--- src/rtl/core/prc_pkg.sv ---
// types, constants and helper functions for the palette ram color convert unit
`timescale 1ns / 1ps

package prc_pkg;

    // store geometry
    localparam int ADDR_W      = 13;
    localparam int WORD_AW     = 12;
    localparam int WORDS       = 4096;
    localparam int COLOR_W     = 16;
    localparam int DATA_W      = 32;
    localparam int PIX_W       = 16;
    localparam int MULT_W      = 8;
    localparam int CH_W        = 5;
    localparam int PROD_W      = CH_W + MULT_W;

    localparam logic [MULT_W-1:0] SHADOW_RESET = 8'd161;

    // transaction kinds
    typedef enum logic [2:0] {
        K_WR_BYTE = 3'd0,
        K_WR_WORD = 3'd1,
        K_WR_LONG = 3'd2,
        K_RD_BYTE = 3'd3,
        K_RD_WORD = 3'd4,
        K_RD_LONG = 3'd5,
        K_LOOKUP  = 3'd6
    } t_kind;

    // 5-bit color channels
    typedef struct packed {
        logic [CH_W-1:0] r;
        logic [CH_W-1:0] g;
        logic [CH_W-1:0] b;
    } t_rgb;

    // pixel high nibble mod 3 selects the table bank
    localparam logic [1:0] BANK_LUT [0:15] = '{
        2'd0, 2'd1, 2'd2, 2'd0, 2'd1, 2'd2, 2'd0, 2'd1,
        2'd2, 2'd0, 2'd1, 2'd2, 2'd0, 2'd1, 2'd2, 2'd0
    };

    // palette word to channels: 4 bits each plus a low bit from bits 12..14
    function automatic t_rgb f_convert(input logic [COLOR_W-1:0] w);
        t_rgb c;
        c.r = {w[3:0],  w[12]};
        c.g = {w[7:4],  w[13]};
        c.b = {w[11:8], w[14]};
        return c;
    endfunction

    // red at bit 11, green at bit 6, blue at bit 0
    function automatic logic [COLOR_W-1:0] f_pack(input t_rgb c);
        return {c.r, c.g, 1'b0, c.b};
    endfunction

    // floor(p / 255), exact for p up to 31 * 255
    function automatic logic [CH_W-1:0] f_div255(input logic [PROD_W-1:0] p);
        logic [PROD_W:0] t;
        t = {1'b0, p} + {{(PROD_W-4){1'b0}}, p[PROD_W-1:8]} + {{PROD_W{1'b0}}, 1'b1};
        return t[PROD_W-1:8];
    endfunction

endpackage

--- src/rtl/core/prc_shade.sv ---
// shading unit: channel times multiplier, registered, then divide by 255 and pack
`timescale 1ns / 1ps

module prc_shade import prc_pkg::*; (
    input  logic               i_clk,
    input  logic [COLOR_W-1:0] i_word,
    input  logic [MULT_W-1:0]  i_mult,
    output logic [COLOR_W-1:0] o_shaded
);

    t_rgb              w_rgb;
    t_rgb              w_out;
    logic [PROD_W-1:0] r_prod_r;
    logic [PROD_W-1:0] r_prod_g;
    logic [PROD_W-1:0] r_prod_b;

    assign w_rgb = f_convert(i_word);

    // products of each channel with the shadow multiplier
    always_ff @(posedge i_clk) begin
        r_prod_r <= {{MULT_W{1'b0}}, w_rgb.r} * {{CH_W{1'b0}}, i_mult};
        r_prod_g <= {{MULT_W{1'b0}}, w_rgb.g} * {{CH_W{1'b0}}, i_mult};
        r_prod_b <= {{MULT_W{1'b0}}, w_rgb.b} * {{CH_W{1'b0}}, i_mult};
    end

    // scale back by 255 and repack
    always_comb begin
        w_out.r = f_div255(r_prod_r);
        w_out.g = f_div255(r_prod_g);
        w_out.b = f_div255(r_prod_b);
    end

    assign o_shaded = f_pack(w_out);

endmodule

--- config.mk ---
export PLATFORM = sky130hd
export DESIGN_NAME = prc_shade
export DESIGN_NICKNAME = d
export VERILOG_FILES = /design/src/rtl/core/prc_pkg.sv /design/src/rtl/core/prc_shade.sv
export SDC_FILE = /design/constraint.sdc
export NUM_CORES = 1
export LEC_CHECK = 0
export ABC_AREA = 1
export BUFFER_PORTS_ARGS = -buffer_cell sky130_fd_sc_hd__buf_2
export CORE_ASPECT_RATIO = 1.4
export CORE_MARGIN = 10
export CORE_UTILIZATION = 55
export DETAILED_ROUTE_END_ITERATION = 7
export PLACE_DENSITY = 0.72
export SLEW_MARGIN = 10
export SYNTH_ARGS = -nofsm -noshare
export SYNTH_HDL_FRONTEND = slang
export SYNTH_SLANG_ARGS = --single-unit
--- constraint.sdc ---
create_clock -name i_clk -period 4.97 [get_ports i_clk]
set_input_delay 0.7455 -clock i_clk [delete_from_list [all_inputs] [get_ports i_clk]]
set_output_delay 0.7455 -clock i_clk [all_outputs]
set_load 0.01 [all_outputs]
==> results by group <==
Outcome
  – Status: completed

STA
  – Final worst-path cycle share: between 70% and 80%
  – RSZ-0062 raised after global routing: no
  – Fmax: 0.270 GHz
  – Final setup TNS: 0 ns
  – Hold Vio Cnt, Final: 0
  – Fin crit period: 3.70 ns
  – Final number of setup-violating endpoints: 0
  – Setup ws final: around 1.3 ns
  – Slew Limit Fails: 0

Synthesis
  – Yosys reg bits: 39
  – Netlist cell types: 26
  – Post-Synthesis Cell Area: ~0.0057 mm²
  – Most frequently used flop master after synthesis: dfxtp_1
  – EDFF count, synth: 0
  – Mapped Cells: between 800 and 900
  – FFs w/ async S/R, synth: 0%
  – Synth warn: 0
  – Sequential-to-total area share from yosys stat: a little over an eighth
  – Post-synth net total: about 1000
  – Syn_area_per_cell: approximately 6.7 µm²

Detailed routing
  – DRC viols: 0
  – Post-route ant nets: 0
  – Avg WL per Cell: about 12 µm
  – Via Count: ~5000
  – WL final: roughly 12000 µm
  – Router iterations before antenna repair: 4
  – Vias/cell: around 5
  – Iter 0 DRT Violations: between 200 and 250

Power
  – Leak Pwr: approximately 4 nW
  – Max VDD drop: between 200 and 300 µV
  – PwrDens: 352 mW/mm²

Run
  – Maximum Capacitance Violations: 0

Critical path
  – Required time worst endpoint: 5.15 ns
  – Critical path arrival: 3.88 ns
  – Critical Path Fanout Max: 15
  – Worst setup EP type: flip-flop
  – CP startpoint kind: input pin
  – Crit Path Class: in2reg

Global route
  – First-pass GRT wire length: between 20000 and 25000 µm
  – GRT Util Overall: between 10% and 20%
  – Overflow after GRT: 0
  – Vias in the first global route: around 5100
  – Initial antenna violation count: 2
  – Largest net degree at the start of global routing: 16

Layout
  – Fin nets: between 1000 and 1500
  – Antenna cells: 0
  – Most frequent cells in the layout: nand2_1, inv_1, ha_1
  – Layout cell share with drive strength beyond 1: 7.15%
  – Commonest non-fill, non-tap cell in the layout: nand2_1
  – Area Growth Syn to Fin: 7.66%

Clock tree
  – Clock transition at the registers of the reported paths: 0.06 ns
  – Num CTS Buffers: 5
  – Hold-fix buffers, CTS: 0
  – H-tree depth: 2
  – Clock buffer depth: 2
  – Clk sink count: 39
  – TritonCTS clock tree: yes
  – Post_cts resized: 0
  – Root Driver: clkbuf_16
  – Post-CTS Setup Bufs: 0

Placed design
  – Number of buffers added on ports: 38
  – Worst slack, placed: about 0.98 ns
  – GPL Wtd Cong: between 0.8 and 0.9
  – Hpwl dp: between 10000 and 15000 µm

Worst hold path
  – Worst min-delay path category: in2reg

Floorplanning
  – # rows: 44
  – Top-level I/O count: 41
  – Starting density of the core: 55.5%
  – DIE AREA: 0.0149 mm²
  – Total core area: 0.0103 mm²
  – Die Y: ~140 µm
  – Die width: 106 µm
## worst paths after layout
path	to	startpoint	cells past startpoint	slack [ns]
worst max-delay path	r_prod_b[12]	i_mult[4]	15	1.27
worst min-delay path	r_prod_r[0]	i_word[12]	3	0.77
## sequential cells by signal, indices dropped and copies added (netlist names)
register / flops
r_prod_b: 13
r_prod_g: 13
r_prod_r: 13
## per-stage QoR
| stage | total power [mW] | instances | hold slack [ns] | utilization (%) | area [µm²] |
|---|---|---|---|---|---|
| floorplan | 1.50 | 859 | 0.839 | - | 5720 |
| global placement | 1.80 | 1011 | 1.05 | 58.2 | 5990 |
| detailed placement | 1.82 | 1011 | 1.06 | 58.2 | 5990 |
| CTS | 2.19 | 1019 | 0.764 | 59.8 | 6160 |
| global route | 2.41 | 1019 | 0.795 | 59.8 | 6160 |
| finish | 2.17 | 1019 | 0.771 | 59.8 | 6160 |
## kinds of logic (layout without fill, tap and decap cells)
logic type,after synthesis,count (layout),share of synthesized area (%)
other,1,1,0.0656
AOI/OAI and AO/OA,48,48,4.46
buffers and inverters,215,237,14.2
xor gates and xnor gates,20,20,3.06
and+or+nand+nor,407,407,29.3
adders and majority gates,129,129,35.3
DFF,39,39,13.7
## layer usage
metal	vias up	routed length (µm)	track usage, %
li1	2616	-	-
met1	2304	4610	16.6
met2	59	6650	33.7
met3	21	362	2.83
met4	2	328	5.93
met5	-	11	0
## synth_stat cells, types with 5 or more instances
cell	number	area, µm²
a21oi_1	26	130
clkbuf_1	23	86.3
dfxtp_1	39	781
fa_1	54	1080
ha_1	75	938
inv_1	187	702
nand2_1	280	1050
nand3_1	32	160
nand4_1	15	93.8
nor2_1	61	229
nor2_2	5	31.3
o21ai_0	14	70.1
xnor2_1	6	52.6
xor2_1	14	123
## worst max-delay path: stages
cell,delay (ns)
buf_2,0.30
nand2_1,0.09
inv_1,0.09
fa_1,0.45
fa_1,0.55
inv_1,0.06
fa_1,0.53
inv_1,0.04
ha_1,0.37
a21oi_1,0.25
nand2_1,0.11
nand2_1,0.07
nand3_1,0.09
nor2_1,0.10
nor2_1,0.05
## where the power goes
group | switching (mW) | internal, mW
Sequential | 0.118 | 0.436
Combinational | 0.769 | 0.488
Clock | 0.119 | 0.236
Total | 1.01 | 1.16
## layout make-up
type / instances / area (µm²)
clock inverters: 3 / 43.8
multi-input cells: 605 / 4130
well taps: 138 / 173
repair buffers: 38 / 190
fillers: 1050 / 4140
clock buffers: 5 / 125
flip-flops and latches: 39 / 781
inverters: 191 / 717
Power figures use the tool's default switching activity.
